**src/sv/eae_pkg.sv**
```systemverilog
// ----------------------------------------------------------------------------
// eae_pkg - shared constants, types and tables for the exponential ADSR block
// Stage and mode codes, register indexes, fixed-point constants and the log2
// fraction table built at elaboration by repeated squaring.
// ----------------------------------------------------------------------------
`default_nettype none

package eae_pkg;

  // counter and table sizing
  localparam int COUNT_BITS        = 24;
  localparam int CNT_W             = COUNT_BITS;
  localparam int LOG_TABLE_ENTRIES = 256;
  localparam int LOG_IDX_W         = $clog2(LOG_TABLE_ENTRIES);

  // field widths
  localparam int MODE_W  = 2;
  localparam int LEVEL_W = 16;
  localparam int STAGE_W = 3;
  localparam int PADDR_W = 5;

  // divider sizing: numerator |ln| + 2*len, denominator 4*len
  localparam int NUM_W = 37;
  localparam int DEN_W = CNT_W + 2;

  // Q2.30 unity and ln2 in Q16
  localparam logic [31:0] ONE_Q30   = 32'h4000_0000;
  localparam logic [15:0] LN2_Q16   = 16'd45426;
  localparam logic [31:0] COUNT_MAX = 32'((64'd1 << COUNT_BITS) - 64'd1);

  // stage codes
  localparam logic [STAGE_W-1:0] ST_OFF     = 3'd0;
  localparam logic [STAGE_W-1:0] ST_ATTACK  = 3'd1;
  localparam logic [STAGE_W-1:0] ST_DECAY   = 3'd2;
  localparam logic [STAGE_W-1:0] ST_SUSTAIN = 3'd3;
  localparam logic [STAGE_W-1:0] ST_RELEASE = 3'd4;

  // command modes
  localparam logic [MODE_W-1:0] MODE_TICK    = 2'd0;
  localparam logic [MODE_W-1:0] MODE_NOTE_ON = 2'd1;
  localparam logic [MODE_W-1:0] MODE_RELEASE = 2'd2;
  localparam logic [MODE_W-1:0] MODE_UNUSED  = 2'd3;

  // register indexes
  localparam logic [2:0] REG_ATTACK_SAMPLES  = 3'd0;
  localparam logic [2:0] REG_DECAY_SAMPLES   = 3'd1;
  localparam logic [2:0] REG_RELEASE_SAMPLES = 3'd2;
  localparam logic [2:0] REG_ATTACK_LEVEL    = 3'd3;
  localparam logic [2:0] REG_SUSTAIN_LEVEL   = 3'd4;
  localparam logic [2:0] REG_MIN_LEVEL       = 3'd5;
  localparam logic [2:0] REG_VELOCITY_SENSE  = 3'd6;

  typedef logic [15:0] log_tab_t [LOG_TABLE_ENTRIES];

  // log2(1 + i/N) in Q0.16, truncated, one bit per squaring
  function automatic log_tab_t build_log_tab();
    log_tab_t    t;
    logic [63:0] y;
    logic [15:0] r;
    for (int i = 0; i < LOG_TABLE_ENTRIES; i++) begin
      y = 64'(ONE_Q30) + ((64'(i) << 30) / LOG_TABLE_ENTRIES);
      r = '0;
      for (int b = 0; b < 16; b++) begin
        y = (y * y) >> 30;
        r = r << 1;
        if (y >= (64'(ONE_Q30) << 1)) begin
          y = y >> 1;
          r = r | 16'd1;
        end
      end
      t[i] = r;
    end
    return t;
  endfunction

  localparam log_tab_t LOG_TAB = build_log_tab();

  // table index from a normalised mantissa (bit 15 set)
  function automatic logic [LOG_IDX_W-1:0] log_index(logic [15:0] m);
    logic [31:0] p;
    p = (32'(m[14:0]) * 32'(LOG_TABLE_ENTRIES)) >> 15;
    if (p >= 32'(LOG_TABLE_ENTRIES)) p = 32'(LOG_TABLE_ENTRIES - 1);
    return p[LOG_IDX_W-1:0];
  endfunction

  // stage length, saturated to the counter range
  function automatic logic [CNT_W-1:0] clip_len(logic [23:0] v);
    logic [31:0] v32;
    v32 = {8'd0, v};
    if (v32 > COUNT_MAX) return COUNT_MAX[CNT_W-1:0];
    return v32[CNT_W-1:0];
  endfunction

endpackage

`default_nettype wire

```
**src/sv/eae_stream_if.sv**
```systemverilog
// ----------------------------------------------------------------------------
// eae_stream_if - valid/ready channels of the envelope block
// Command channel (mode, velocity) and result channel (level, stage).
// ----------------------------------------------------------------------------
`default_nettype none

interface eae_cmd_if;
  logic                         valid;
  logic                         ready;
  logic [eae_pkg::MODE_W-1:0]   mode;
  logic [eae_pkg::LEVEL_W-1:0]  velocity;

  modport source (output valid, mode, velocity, input ready);
  modport sink   (input valid, mode, velocity, output ready);
endinterface

interface eae_rsp_if;
  logic                         valid;
  logic                         ready;
  logic [eae_pkg::LEVEL_W-1:0]  level;
  logic [eae_pkg::STAGE_W-1:0]  stage;

  modport source (output valid, level, stage, input ready);
  modport sink   (input valid, level, stage, output ready);
endinterface

`default_nettype wire

```
**src/sv/exponential_adsr_envelope.sv**
```systemverilog
// ----------------------------------------------------------------------------
// exponential_adsr_envelope - exponential ADSR envelope generator
// Command words: tick, note on, note release. One result word per tick.
// ----------------------------------------------------------------------------
// Usage:
//   cmd carries one word per command; mode 0 is a sample tick, 1 note on,
//   2 note release, 3 is ignored. Only ticks give a result word on rsp.
//   Registers are to be written over the APB port only while the block
//   is idle; the block itself does not enforce this. One command is
//   worked on at a time; cmd.ready is high only when idle.
//   Tick within a stage: two passes of the bit-serial multiplier (level
//   update, then velocity scaling). Tick in sustain: scaling pass only.
//   Tick when off: no multiplier pass; the result word appears in the
//   cycle the block is ready again. Entering a timed stage adds two
//   serial log2 passes and the serial divider.
//   Note on / release: no result word.
//   A finished result waits in the rsp register; while rsp is stalled the
//   next tick finishes its work and holds until the register frees up.
//   Reset (synchronous, active high) restores the register defaults and
//   puts the envelope in the off stage at level zero.
// ----------------------------------------------------------------------------
`default_nettype none

module exponential_adsr_envelope (
  input  logic                        clk,
  input  logic                        rst,
  input  logic                        psel,
  input  logic                        penable,
  input  logic                        pwrite,
  input  logic [eae_pkg::PADDR_W-1:0] paddr,
  input  logic [31:0]                 pwdata,
  output logic [31:0]                 prdata,
  output logic                        pready,
  eae_cmd_if.sink                     cmd,
  eae_rsp_if.source                   rsp
);
  import eae_pkg::*;

  localparam logic [3:0] S_IDLE      = 4'd0;
  localparam logic [3:0] S_ENTER     = 4'd1;
  localparam logic [3:0] S_LOG_END   = 4'd2;
  localparam logic [3:0] S_LOG_START = 4'd3;
  localparam logic [3:0] S_DIV       = 4'd4;
  localparam logic [3:0] S_UPD       = 4'd5;
  localparam logic [3:0] S_SCALE     = 4'd6;
  localparam logic [3:0] S_EMIT      = 4'd7;

  // configuration registers
  logic [23:0] attack_samples;
  logic [23:0] decay_samples;
  logic [23:0] release_samples;
  logic [15:0] attack_level;
  logic [15:0] sustain_level;
  logic [15:0] min_level;
  logic [15:0] velocity_sense;

  // envelope state
  logic [3:0]         state;
  logic               kick;
  logic               from_tick;
  logic [STAGE_W-1:0] tgt;
  logic [STAGE_W-1:0] stage_now;
  logic [31:0]        level_now;
  logic [31:0]        multiplier;
  logic [CNT_W-1:0]   sample_count;
  logic [CNT_W-1:0]   stage_length;
  logic [31:0]        scale;
  logic [15:0]        st_start;
  logic [15:0]        st_end;
  logic [19:0]        log_end;
  logic [35:0]        mag;
  logic               neg;
  logic [15:0]        emit_level;
  logic               rsp_valid;
  logic [15:0]        rsp_level;
  logic [STAGE_W-1:0] rsp_stage;

  // unit connections
  logic        mul_done;
  logic [63:0] mul_prod;
  logic        div_done;
  logic [NUM_W-1:0] div_quo;
  logic        log_done;
  logic [19:0] log_res;

  // ---------------- APB register port ----------------
  logic [2:0] reg_idx;
  logic       wr_en;

  assign reg_idx = paddr[4:2];
  assign wr_en   = psel && penable && pwrite && pready;
  assign pready  = 1'b1;

  always_ff @(posedge clk) begin
    if (rst) begin
      attack_samples  <= 24'd480;
      decay_samples   <= 24'd4800;
      release_samples <= 24'd4800;
      attack_level    <= 16'd32768;
      sustain_level   <= 16'd16384;
      min_level       <= 16'd33;
      velocity_sense  <= 16'd0;
    end else if (wr_en) begin
      case (reg_idx)
        REG_ATTACK_SAMPLES:  attack_samples  <= pwdata[23:0];
        REG_DECAY_SAMPLES:   decay_samples   <= pwdata[23:0];
        REG_RELEASE_SAMPLES: release_samples <= pwdata[23:0];
        REG_ATTACK_LEVEL:    attack_level    <= pwdata[15:0];
        REG_SUSTAIN_LEVEL:   sustain_level   <= pwdata[15:0];
        REG_MIN_LEVEL:       min_level       <= pwdata[15:0];
        REG_VELOCITY_SENSE:  velocity_sense  <= pwdata[15:0];
        default: ;
      endcase
    end
  end

  always_comb begin
    case (reg_idx)
      REG_ATTACK_SAMPLES:  prdata = {8'd0, attack_samples};
      REG_DECAY_SAMPLES:   prdata = {8'd0, decay_samples};
      REG_RELEASE_SAMPLES: prdata = {8'd0, release_samples};
      REG_ATTACK_LEVEL:    prdata = {16'd0, attack_level};
      REG_SUSTAIN_LEVEL:   prdata = {16'd0, sustain_level};
      REG_MIN_LEVEL:       prdata = {16'd0, min_level};
      REG_VELOCITY_SENSE:  prdata = {16'd0, velocity_sense};
      default:             prdata = 32'd0;
    endcase
  end

  // ---------------- stage entry values ----------------
  logic [15:0]      mn;
  logic [16:0]      cur17;
  logic [15:0]      cur16;
  logic [CNT_W-1:0] e_len;
  logic [15:0]      e_start;
  logic [15:0]      e_end;
  logic [31:0]      e_level;
  logic             timed;

  assign mn    = (min_level == 16'd0) ? 16'd1 : min_level;
  assign cur17 = level_now[31:15];
  assign cur16 = cur17[16] ? 16'hFFFF : cur17[15:0];
  assign timed = tgt inside {ST_ATTACK, ST_DECAY, ST_RELEASE};

  always_comb begin
    e_len   = stage_length;
    e_start = mn;
    e_end   = mn;
    e_level = level_now;
    case (tgt)
      ST_ATTACK: begin
        e_len   = clip_len(attack_samples);
        e_end   = (attack_level == 16'd0) ? 16'd1 : attack_level;
        e_level = {1'b0, mn, 15'd0};
      end
      ST_DECAY: begin
        e_len   = clip_len(decay_samples);
        e_start = (attack_level < mn) ? mn : attack_level;
        e_end   = (sustain_level > mn) ? sustain_level : mn;
        e_level = {1'b0, e_start, 15'd0};
      end
      ST_SUSTAIN: e_level = {1'b0, sustain_level, 15'd0};
      ST_RELEASE: begin
        e_len = clip_len(release_samples);
        // start below the floor: clamp to the floor
        if (cur16 < mn) begin
          e_start = mn;
          e_level = {1'b0, mn, 15'd0};
        end else begin
          e_start = cur16;
        end
      end
      default: e_level = 32'd0;
    endcase
  end

  // ---------------- arithmetic around the units ----------------
  logic [20:0]      d_diff;
  logic [19:0]      abs_d;
  logic [35:0]      mag_calc;
  logic [NUM_W-1:0] div_num;
  logic [DEN_W-1:0] div_den;
  logic [37:0]      up_sum;
  logic [31:0]      mult_calc;
  logic [35:0]      upd_round;
  logic [31:0]      upd_level;
  logic [18:0]      out_lv;
  logic [31:0]      vv;
  logic signed [34:0] vbase;
  logic signed [34:0] vsum;
  logic [31:0]      scale_calc;
  logic [15:0]      off_level;
  logic [STAGE_W-1:0] stage_after;

  // log difference times ln2
  assign d_diff   = {1'b0, log_end} - {1'b0, log_res};
  assign abs_d    = d_diff[20] ? 20'(-d_diff) : d_diff[19:0];
  assign mag_calc = 36'(abs_d) * 36'(LN2_Q16);

  // rounded |ln| / (4 * length)
  assign div_num = NUM_W'(mag) + (NUM_W'(stage_length) << 1);
  assign div_den = {stage_length, 2'b00};

  assign up_sum = 38'(div_quo) + 38'(ONE_Q30);
  always_comb begin
    if (neg) begin
      mult_calc = (div_quo >= NUM_W'(ONE_Q30)) ? 32'd0 : ONE_Q30 - div_quo[31:0];
    end else begin
      mult_calc = (up_sum > 38'hFFFF_FFFF) ? 32'hFFFF_FFFF : up_sum[31:0];
    end
  end

  // level * multiplier, rounded and saturated
  assign upd_round = {1'b0, mul_prod[63:29]} + 36'd1;
  assign upd_level = (upd_round[35:33] != 3'd0) ? 32'hFFFF_FFFF : upd_round[32:1];

  assign out_lv = mul_prod[63:45];

  // velocity scale, floored at zero
  assign vv         = 32'(velocity_sense) * 32'(cmd.velocity);
  assign vbase      = (35'sd32768 - $signed({19'd0, velocity_sense})) <<< 15;
  assign vsum       = $signed({3'd0, vv}) + vbase;
  assign scale_calc = vsum[34] ? 32'd0 : vsum[31:0];

  assign off_level = (cur17 > 17'd32768) ? 16'd32768 : cur17[15:0];

  always_comb begin
    case (stage_now)
      ST_ATTACK: stage_after = ST_DECAY;
      ST_DECAY:  stage_after = ST_SUSTAIN;
      default:   stage_after = ST_OFF;
    endcase
  end

  // ---------------- serial units ----------------
  eae_mul u_mul (
    .clk   (clk),
    .rst   (rst),
    .start (kick && (state == S_UPD || state == S_SCALE)),
    .a     (level_now),
    .b     ((state == S_SCALE) ? scale : multiplier),
    .done  (mul_done),
    .prod  (mul_prod)
  );

  eae_div u_div (
    .clk   (clk),
    .rst   (rst),
    .start (kick && state == S_DIV),
    .num   (div_num),
    .den   (div_den),
    .done  (div_done),
    .quo   (div_quo)
  );

  eae_log2 u_log (
    .clk   (clk),
    .rst   (rst),
    .start (kick && (state == S_LOG_END || state == S_LOG_START)),
    .x     ((state == S_LOG_END) ? st_end : st_start),
    .done  (log_done),
    .res   (log_res)
  );

  // ---------------- sequencer ----------------
  logic rsp_free;

  assign cmd.ready = (state == S_IDLE);
  assign rsp_free  = !rsp_valid || rsp.ready;

  always_ff @(posedge clk) begin
    if (rst) begin
      state        <= S_IDLE;
      kick         <= 1'b0;
      from_tick    <= 1'b0;
      stage_now    <= ST_OFF;
      level_now    <= 32'd0;
      multiplier   <= ONE_Q30;
      sample_count <= '0;
      stage_length <= '0;
    end else begin
      kick <= 1'b0;
      case (state)
        S_IDLE: begin
          if (cmd.valid) begin
            case (cmd.mode)
              MODE_NOTE_ON: begin
                tgt       <= ST_ATTACK;
                from_tick <= 1'b0;
                state     <= S_ENTER;
              end
              MODE_RELEASE: begin
                tgt       <= ST_RELEASE;
                from_tick <= 1'b0;
                state     <= S_ENTER;
              end
              MODE_TICK: begin
                scale <= scale_calc;
                if (stage_now == ST_OFF) begin
                  emit_level <= off_level;
                  state      <= S_EMIT;
                end else if (stage_now == ST_SUSTAIN) begin
                  kick  <= 1'b1;
                  state <= S_SCALE;
                end else if (sample_count >= stage_length) begin
                  tgt       <= stage_after;
                  from_tick <= 1'b1;
                  state     <= S_ENTER;
                end else begin
                  kick  <= 1'b1;
                  state <= S_UPD;
                end
              end
              default: ;
            endcase
          end
        end
        S_ENTER: begin
          stage_now    <= tgt;
          sample_count <= '0;
          level_now    <= e_level;
          stage_length <= e_len;
          st_start     <= e_start;
          st_end       <= e_end;
          if (timed && e_len != '0) begin
            kick  <= 1'b1;
            state <= S_LOG_END;
          end else begin
            multiplier <= ONE_Q30;
            kick       <= from_tick;
            state      <= from_tick ? S_UPD : S_IDLE;
          end
        end
        S_LOG_END: begin
          if (log_done) begin
            log_end <= log_res;
            kick    <= 1'b1;
            state   <= S_LOG_START;
          end
        end
        S_LOG_START: begin
          if (log_done) begin
            neg   <= d_diff[20];
            mag   <= mag_calc;
            kick  <= 1'b1;
            state <= S_DIV;
          end
        end
        S_DIV: begin
          if (div_done) begin
            multiplier <= mult_calc;
            kick       <= from_tick;
            state      <= from_tick ? S_UPD : S_IDLE;
          end
        end
        S_UPD: begin
          if (mul_done) begin
            level_now    <= upd_level;
            sample_count <= sample_count + 1'b1;
            kick         <= 1'b1;
            state        <= S_SCALE;
          end
        end
        S_SCALE: begin
          if (mul_done) begin
            emit_level <= (out_lv > 19'd32768) ? 16'd32768 : out_lv[15:0];
            state      <= S_EMIT;
          end
        end
        S_EMIT: begin
          if (rsp_free) state <= S_IDLE;
        end
        default: state <= S_IDLE;
      endcase
    end
  end

  // ---------------- result register ----------------
  always_ff @(posedge clk) begin
    if (rst) begin
      rsp_valid <= 1'b0;
    end else if (state == S_EMIT && rsp_free) begin
      rsp_valid <= 1'b1;
    end else if (rsp.ready) begin
      rsp_valid <= 1'b0;
    end
  end

  always_ff @(posedge clk) begin
    if (state == S_EMIT && rsp_free) begin
      rsp_level <= emit_level;
      rsp_stage <= stage_now;
    end
  end

  assign rsp.valid = rsp_valid;
  assign rsp.level = rsp_level;
  assign rsp.stage = rsp_stage;

endmodule

`default_nettype wire

```
**src/sv/eae_mul.sv**
```systemverilog
// ----------------------------------------------------------------------------
// eae_mul - bit-serial 32 x 32 unsigned multiplier
// Shift-add, one multiplier bit per cycle.
// ----------------------------------------------------------------------------
`default_nettype none

module eae_mul (
  input  logic        clk,
  input  logic        rst,
  input  logic        start,
  input  logic [31:0] a,
  input  logic [31:0] b,
  output logic        done,
  output logic [63:0] prod
);
  import eae_pkg::*;

  logic [31:0] areg;
  logic [31:0] hi;
  logic [31:0] lo;
  logic [4:0]  cnt;
  logic        busy;
  logic [32:0] sum;

  // partial sum for this bit
  assign sum  = {1'b0, hi} + (lo[0] ? {1'b0, areg} : 33'd0);
  assign prod = {hi, lo};

  always_ff @(posedge clk) begin
    if (rst) begin
      busy <= 1'b0;
      done <= 1'b0;
    end else begin
      done <= 1'b0;
      if (start) begin
        busy <= 1'b1;
        cnt  <= '0;
        areg <= a;
        hi   <= '0;
        lo   <= b;
      end else if (busy) begin
        hi  <= sum[32:1];
        lo  <= {sum[0], lo[31:1]};
        cnt <= cnt + 5'd1;
        if (cnt == 5'd31) begin
          busy <= 1'b0;
          done <= 1'b1;
        end
      end
    end
  end

endmodule

`default_nettype wire

```
**src/sv/eae_div.sv**
```systemverilog
// ----------------------------------------------------------------------------
// eae_div - bit-serial restoring divider
// One quotient bit per cycle.
// ----------------------------------------------------------------------------
`default_nettype none

module eae_div (
  input  logic                      clk,
  input  logic                      rst,
  input  logic                      start,
  input  logic [eae_pkg::NUM_W-1:0] num,
  input  logic [eae_pkg::DEN_W-1:0] den,
  output logic                      done,
  output logic [eae_pkg::NUM_W-1:0] quo
);
  import eae_pkg::*;

  logic [DEN_W-1:0] dreg;
  logic [DEN_W-1:0] rem;
  logic [NUM_W-1:0] qr;
  logic [5:0]       cnt;
  logic             busy;
  logic [DEN_W:0]   rem_sh;
  logic [DEN_W:0]   diff;
  logic             ge;

  // trial subtract
  assign rem_sh = {rem, qr[NUM_W-1]};
  assign diff   = rem_sh - {1'b0, dreg};
  assign ge     = rem_sh >= {1'b0, dreg};
  assign quo    = qr;

  always_ff @(posedge clk) begin
    if (rst) begin
      busy <= 1'b0;
      done <= 1'b0;
    end else begin
      done <= 1'b0;
      if (start) begin
        busy <= 1'b1;
        cnt  <= '0;
        dreg <= den;
        rem  <= '0;
        qr   <= num;
      end else if (busy) begin
        rem <= ge ? diff[DEN_W-1:0] : rem_sh[DEN_W-1:0];
        qr  <= {qr[NUM_W-2:0], ge};
        cnt <= cnt + 6'd1;
        if (cnt == 6'(NUM_W - 1)) begin
          busy <= 1'b0;
          done <= 1'b1;
        end
      end
    end
  end

endmodule

`default_nettype wire

```
**src/sv/eae_log2.sv**
```systemverilog
// ----------------------------------------------------------------------------
// eae_log2 - serial log2 of a 16-bit level, result in Q4.16
// Normalises by one left shift per cycle, then adds the fraction table entry.
// ----------------------------------------------------------------------------
`default_nettype none

module eae_log2 (
  input  logic        clk,
  input  logic        rst,
  input  logic        start,
  input  logic [15:0] x,
  output logic        done,
  output logic [19:0] res
);
  import eae_pkg::*;

  logic [15:0] m;
  logic [3:0]  e;
  logic        busy;

  always_ff @(posedge clk) begin
    if (rst) begin
      busy <= 1'b0;
      done <= 1'b0;
    end else begin
      done <= 1'b0;
      if (start) begin
        busy <= 1'b1;
        m    <= (x == 16'd0) ? 16'd1 : x;
        e    <= 4'd15;
      end else if (busy) begin
        if (m[15]) begin
          // normalised: exponent and table fraction
          busy <= 1'b0;
          done <= 1'b1;
          res  <= {e, LOG_TAB[log_index(m)]};
        end else begin
          m <= {m[14:0], 1'b0};
          e <= e - 4'd1;
        end
      end
    end
  end

endmodule

`default_nettype wire

```
**src/flat_wrapper.sv**
```systemverilog
// flat-port wrapper written by rule: the top's interface ports become plain ports
module exponential_adsr_envelope_flat import eae_pkg::*;
  (clk, rst, psel, penable, pwrite, paddr, pwdata, prdata, pready, cmd_valid, cmd_mode, cmd_velocity, cmd_ready, rsp_valid, rsp_level, rsp_stage, rsp_ready);
  eae_cmd_if cmd_i ();
  eae_rsp_if rsp_i ();
  input  logic clk;
  input  logic rst;
  input  logic psel;
  input  logic penable;
  input  logic pwrite;
  input  logic [eae_pkg::PADDR_W-1:0] paddr;
  input  logic [31:0] pwdata;
  output logic [31:0] prdata;
  output logic pready;
  input wire logic [$bits(cmd_i.valid)-1:0] cmd_valid;
  input wire logic [$bits(cmd_i.mode)-1:0] cmd_mode;
  input wire logic [$bits(cmd_i.velocity)-1:0] cmd_velocity;
  output wire logic [$bits(cmd_i.ready)-1:0] cmd_ready;
  output wire logic [$bits(rsp_i.valid)-1:0] rsp_valid;
  output wire logic [$bits(rsp_i.level)-1:0] rsp_level;
  output wire logic [$bits(rsp_i.stage)-1:0] rsp_stage;
  input wire logic [$bits(rsp_i.ready)-1:0] rsp_ready;
  assign cmd_i.valid = cmd_valid;
  assign cmd_i.mode = cmd_mode;
  assign cmd_i.velocity = cmd_velocity;
  assign cmd_ready = cmd_i.ready;
  assign rsp_valid = rsp_i.valid;
  assign rsp_level = rsp_i.level;
  assign rsp_stage = rsp_i.stage;
  assign rsp_i.ready = rsp_ready;
  exponential_adsr_envelope u_core (.clk(clk), .rst(rst), .psel(psel), .penable(penable), .pwrite(pwrite), .paddr(paddr), .pwdata(pwdata), .prdata(prdata), .pready(pready), .cmd(cmd_i), .rsp(rsp_i));
endmodule
```
**config.mk**
```make
export PLATFORM = sky130hd
export DESIGN_NAME = exponential_adsr_envelope_flat
export DESIGN_NICKNAME = d
export VERILOG_FILES = /design/src/sv/eae_pkg.sv /design/src/sv/eae_stream_if.sv /design/src/sv/exponential_adsr_envelope.sv /design/src/sv/eae_mul.sv /design/src/sv/eae_div.sv /design/src/sv/eae_log2.sv /design/src/flat_wrapper.sv
export SDC_FILE = /design/constraint.sdc
export NUM_CORES = 2
export LEC_CHECK = 0
export ABC_AREA = 1
export BUFFER_PORTS_ARGS = -buffer_cell sky130_fd_sc_hd__buf_4
export CAP_MARGIN = 20
export CORE_ASPECT_RATIO = 0.8
export CORE_MARGIN = 5
export CORE_UTILIZATION = 60
export DETAILED_ROUTE_END_ITERATION = 16
export PLACE_DENSITY = 0.87
export SLEW_MARGIN = 20
export SYNTH_ARGS = -nofsm -noshare
export SYNTH_HDL_FRONTEND = slang
export SYNTH_SLANG_ARGS = --single-unit
export TNS_END_PERCENT = 20
```
**constraint.sdc**
```tcl
create_clock -name clk -period 8.45 [get_ports clk]
set_input_delay 0.4225 -clock clk [delete_from_list [all_inputs] [get_ports clk]]
set_output_delay 0.4225 -clock clk [all_outputs]
set_load 0.03 [all_outputs]
```
==> impl_metrics.json <==
{
  "drt_iter0_drc": 7045,
  "layout.nets": 8156,
  "cts_buffer_depth": 3,
  "ios": 116,
  "leakagePower_nw": 28.5,
  "finalSetupTns_ns": 0,
  "hp-class": "in -> reg",
  "skew_ns": 0.0308,
  "hold_slack_ns": 0.0827,
  "critical_path.most_common_cell": "inv_1",
  "synthAdderAreaFrac_pct": 20.6,
  "powerDensity_mw_per_mm2": 149,
  "num_vias": 52500,
  "hp-start": "rst",
  "grt.met1_usage_pct": 49.7,
  "mostFrequentLayoutCells": "1385 x nand2_1, 1259 x inv_1, 590 x nor2_1",
  "tightest_slew_ns": 1.12,
  "cts_setup_buffers": 0,
  "synth_edf_count": 392,
  "finalNonFillerCells": 8618,
  "htree_levels": 3,
  "synth_top_family_by_area": "adder cells",
  "drive_above_1_share_pct": 5.20,
  "num_rows": 100,
  "antenna_found_initial": 6,
  "avgSynthCellArea_um2": 7.65,
  "layout_min_cycle_time_ns": 7.93,
  "first_pass_iters": 8,
  "ys_seq_elements": 655,
  "cts_resized": 0,
  "final.period_utilization_pct": 93.8,
  "overflow": 0,
  "max_freq_ghz": 0.126,
  "grt_setup_unrepaired": "false",
  "grt_usage_pct": 34.8,
  "grt_pass1_vias": 49900,
  "r2r-end": "u_core.mag[33]$_DFFE_PP_",
  "endpoint_kind": "flop",
  "holdPathEnd": "u_core.u_mul.busy$_SDFF_PP0_",
  "start_util_pct": 60.6,
  "yosys.area_share.simple_pct": 19.2,
  "dieArea_mm2": 0.100,
  "grt_start_max_net_pins": 110,
  "die_h_um": 284,
  "cts_tree": "built",
  "cp.required_ns": 8.84,
  "cap_violations": 0,
  "synthesis.area_mm2": 0.0564,
  "drc_errors": 0,
  "crit_type": "reg -> reg",
  "crit_arrival_ns": 8.31,
  "holdPathStages": 2,
  "synth_ff_type": "edfxtp_1",
  "ff2ff_setup_slack_ns": 0.52,
  "portBuffers": 96,
  "cts_inserted_buffers": 70,
  "startpoint_type": "flop",
  "r2r-start": "u_core.u_log.res[0]$_DFFE_PP_",
  "die_x_um": 353,
  "dp_hpwl_um": 136000,
  "reg2reg_depth": 35,
  "synth_xor_area_share_pct": 3.13,
  "grt_pass1_wl_um": 279000,
  "wire_per_inst_um": 20.8,
  "clock_latency_ns": 0.64,
  "max_stage_delay_ns": 0.59,
  "routed_wl_um": 179000,
  "ys_async_sr_fraction_pct": 0,
  "core-area_mm2": 0.0932,
  "synth.mux.area_fraction_pct": 0.213,
  "hold_viol_final": 0,
  "numPlacedInstances": 8487,
  "syn_inst": 7382,
  "drv_slew": 0,
  "grt.busiest_layer": "met2",
  "path_clk_slew_ns": 0.06,
  "area_growth_pct": 7.17,
  "grt_use_met2_pct": 50.7,
  "cts.sinks": 655,
  "setup_violations": 0,
  "routabilityCongestion": 1.10,
  "use_met3_pct": 10.7,
  "peakVddDrop_mv": 0.207,
  "synth_compound_area_share_pct": 15.9,
  "yosysUniqueCellTypes": 76,
  "cts_hold_buffers": 0,
  "cp_max_fo": 6,
  "drtAntennaViolNets": 0,
  "outcome": "completed",
  "relSlewSlack_pct": 25.2,
  "avgViaCountPerCell": 6.09,
  "layout_commonest_cell": "nand2_1",
  "clockRootBuffer": "clkbuf_16",
  "worst_path_max_delay_cell": "fa_1",
  "yosys_warnings": 0,
  "yosysSeqAreaShare_pct": 30.2
}
## sequential cells by signal, summed over array words and instances (netlist names), 26 cells and up
register and count:
u_core.u_mul.lo 32, u_core.mag 35, u_core.u_mul.hi 32, u_core.scale 32, u_core.level_now 32, u_core.multiplier 32
u_core.u_div.rem 26, u_core.u_mul.areg 32, u_core.u_div.quo 37
## logic make-up after synthesis
kind of cell,count (synthesis)
XOR/XNOR,199
flip-flops,655
AO/OA/AOI/OAI,1577
buffers and inverters,1588
adder cells (fa/ha/maj),758
multiplexers,12
other,2
AND/OR/NAND/NOR,2591
## report_power, final
part / internal (mW) / total, mW / leakage, nW / switching (mW)
Combinational: 0.651 / 2.18 / 21.7 / 1.53
Clock: 1.74 / 3.12 / 1.12 / 1.38
Sequential: 3.60 / 3.73 / 5.70 / 0.130
## synth_stat cells (all sizes together) (20+ instances only)
| master | n | area share (%) |
|---|---|---|
| o22ai | 71 | 0.79 |
| edfxtp | 392 | 21 |
| nor2 | 605 | 4.1 |
| nor3 | 122 | 1.1 |
| a22oi | 22 | 0.29 |
| nor4 | 28 | 0.31 |
| o221ai | 29 | 0.45 |
| xnor2 | 63 | 0.98 |
| inv | 1281 | 8.5 |
| o21a | 21 | 0.28 |
| buf | 67 | 0.65 |
| a211oi | 24 | 0.32 |
| nand2 | 1396 | 9.4 |
| a21oi | 562 | 5.0 |
| xor2 | 136 | 2.2 |
| a21o | 20 | 0.27 |
| o21bai | 23 | 0.31 |
| nand3 | 329 | 3.0 |
| o21ai | 573 | 5.1 |
| o31ai | 21 | 0.28 |
| o211ai | 62 | 0.82 |
| clkbuf | 231 | 1.5 |
| nand4 | 74 | 0.83 |
| dfxtp | 263 | 9.3 |
| ha | 472 | 10 |
| a31oi | 68 | 0.75 |
| fa | 286 | 10 |
## routing by layer
layer / share of wire, % / up-vias
met5: 0.013 / -
met4: 3.5 / 4
met3: 14 / 466
met2: 42 / 3106
met1: 41 / 24600
li1: - / 24300
## worst max-delay path, delay by kind of cell (launching register included)
kind	cells	cell delay (ns)
buffers and inverters	8	0.81
AOI/OAI and AO/OA	7	1.46
DFF	1	0.40
xor gates and xnor gates	2	0.59
and+or+nand+nor	9	0.90
adders and majority gates	9	3.52
## per-stage QoR
step,utilization [%],setup slack [ns],instance area [µm²],power [mW]
2_1_floorplan,-,0.897,56500,5.30
3_3_place_gp,62.4,0.483,58200,5.81
3_5_place_dp,62.4,0.339,58200,5.87
4_1_cts,64.8,0.281,60400,8.95
5_1_grt,64.9,0.00795,60500,9.40
6_report,64.9,0.522,60500,9.03
## layout make-up
| cell class | instances | area [µm²] |
|---|---|---|
| Timing Repair Buffer | 173 | 1310 |
| Antenna cell | 3 | 7.51 |
| Multi-Input combinational cell | 5146 | 33500 |
| Clock inverter | 34 | 327 |
| Fill cell | 7702 | 32700 |
| Tap cell | 1224 | 1530 |
| Clock buffer | 93 | 1950 |
| Inverter | 1290 | 4850 |
| Sequential cell | 655 | 17000 |
## how the worst max path moves through the flow
| stage | endpoint | startpoint | cells after the start |
|---|---|---|---|
| finish | u_core.mag[33]$_DFFE_PP_ | u_core.u_log.res[0]$_DFFE_PP_ | 35 |
| global route | u_core.scale[16]$_SDFFCE_PP0P_ | u_core.velocity_sense[5]$_SDFFE_PP0P_ | 30 |
| CTS | u_core.scale[16]$_SDFFCE_PP0P_ | u_core.velocity_sense[9]$_SDFFE_PP0P_ | 31 |
| detailed placement | u_core.scale[16]$_SDFFCE_PP0P_ | u_core.velocity_sense[9]$_SDFFE_PP0P_ | 31 |
| global placement | u_core.scale[5]$_SDFFCE_PP0P_ | u_core.velocity_sense[7]$_SDFFE_PP0P_ | 31 |
| floorplan | u_core.scale[10]$_SDFFCE_PP0P_ | cmd_velocity[9] | 34 |
No activity file was read; power rests on OpenSTA's default activity.
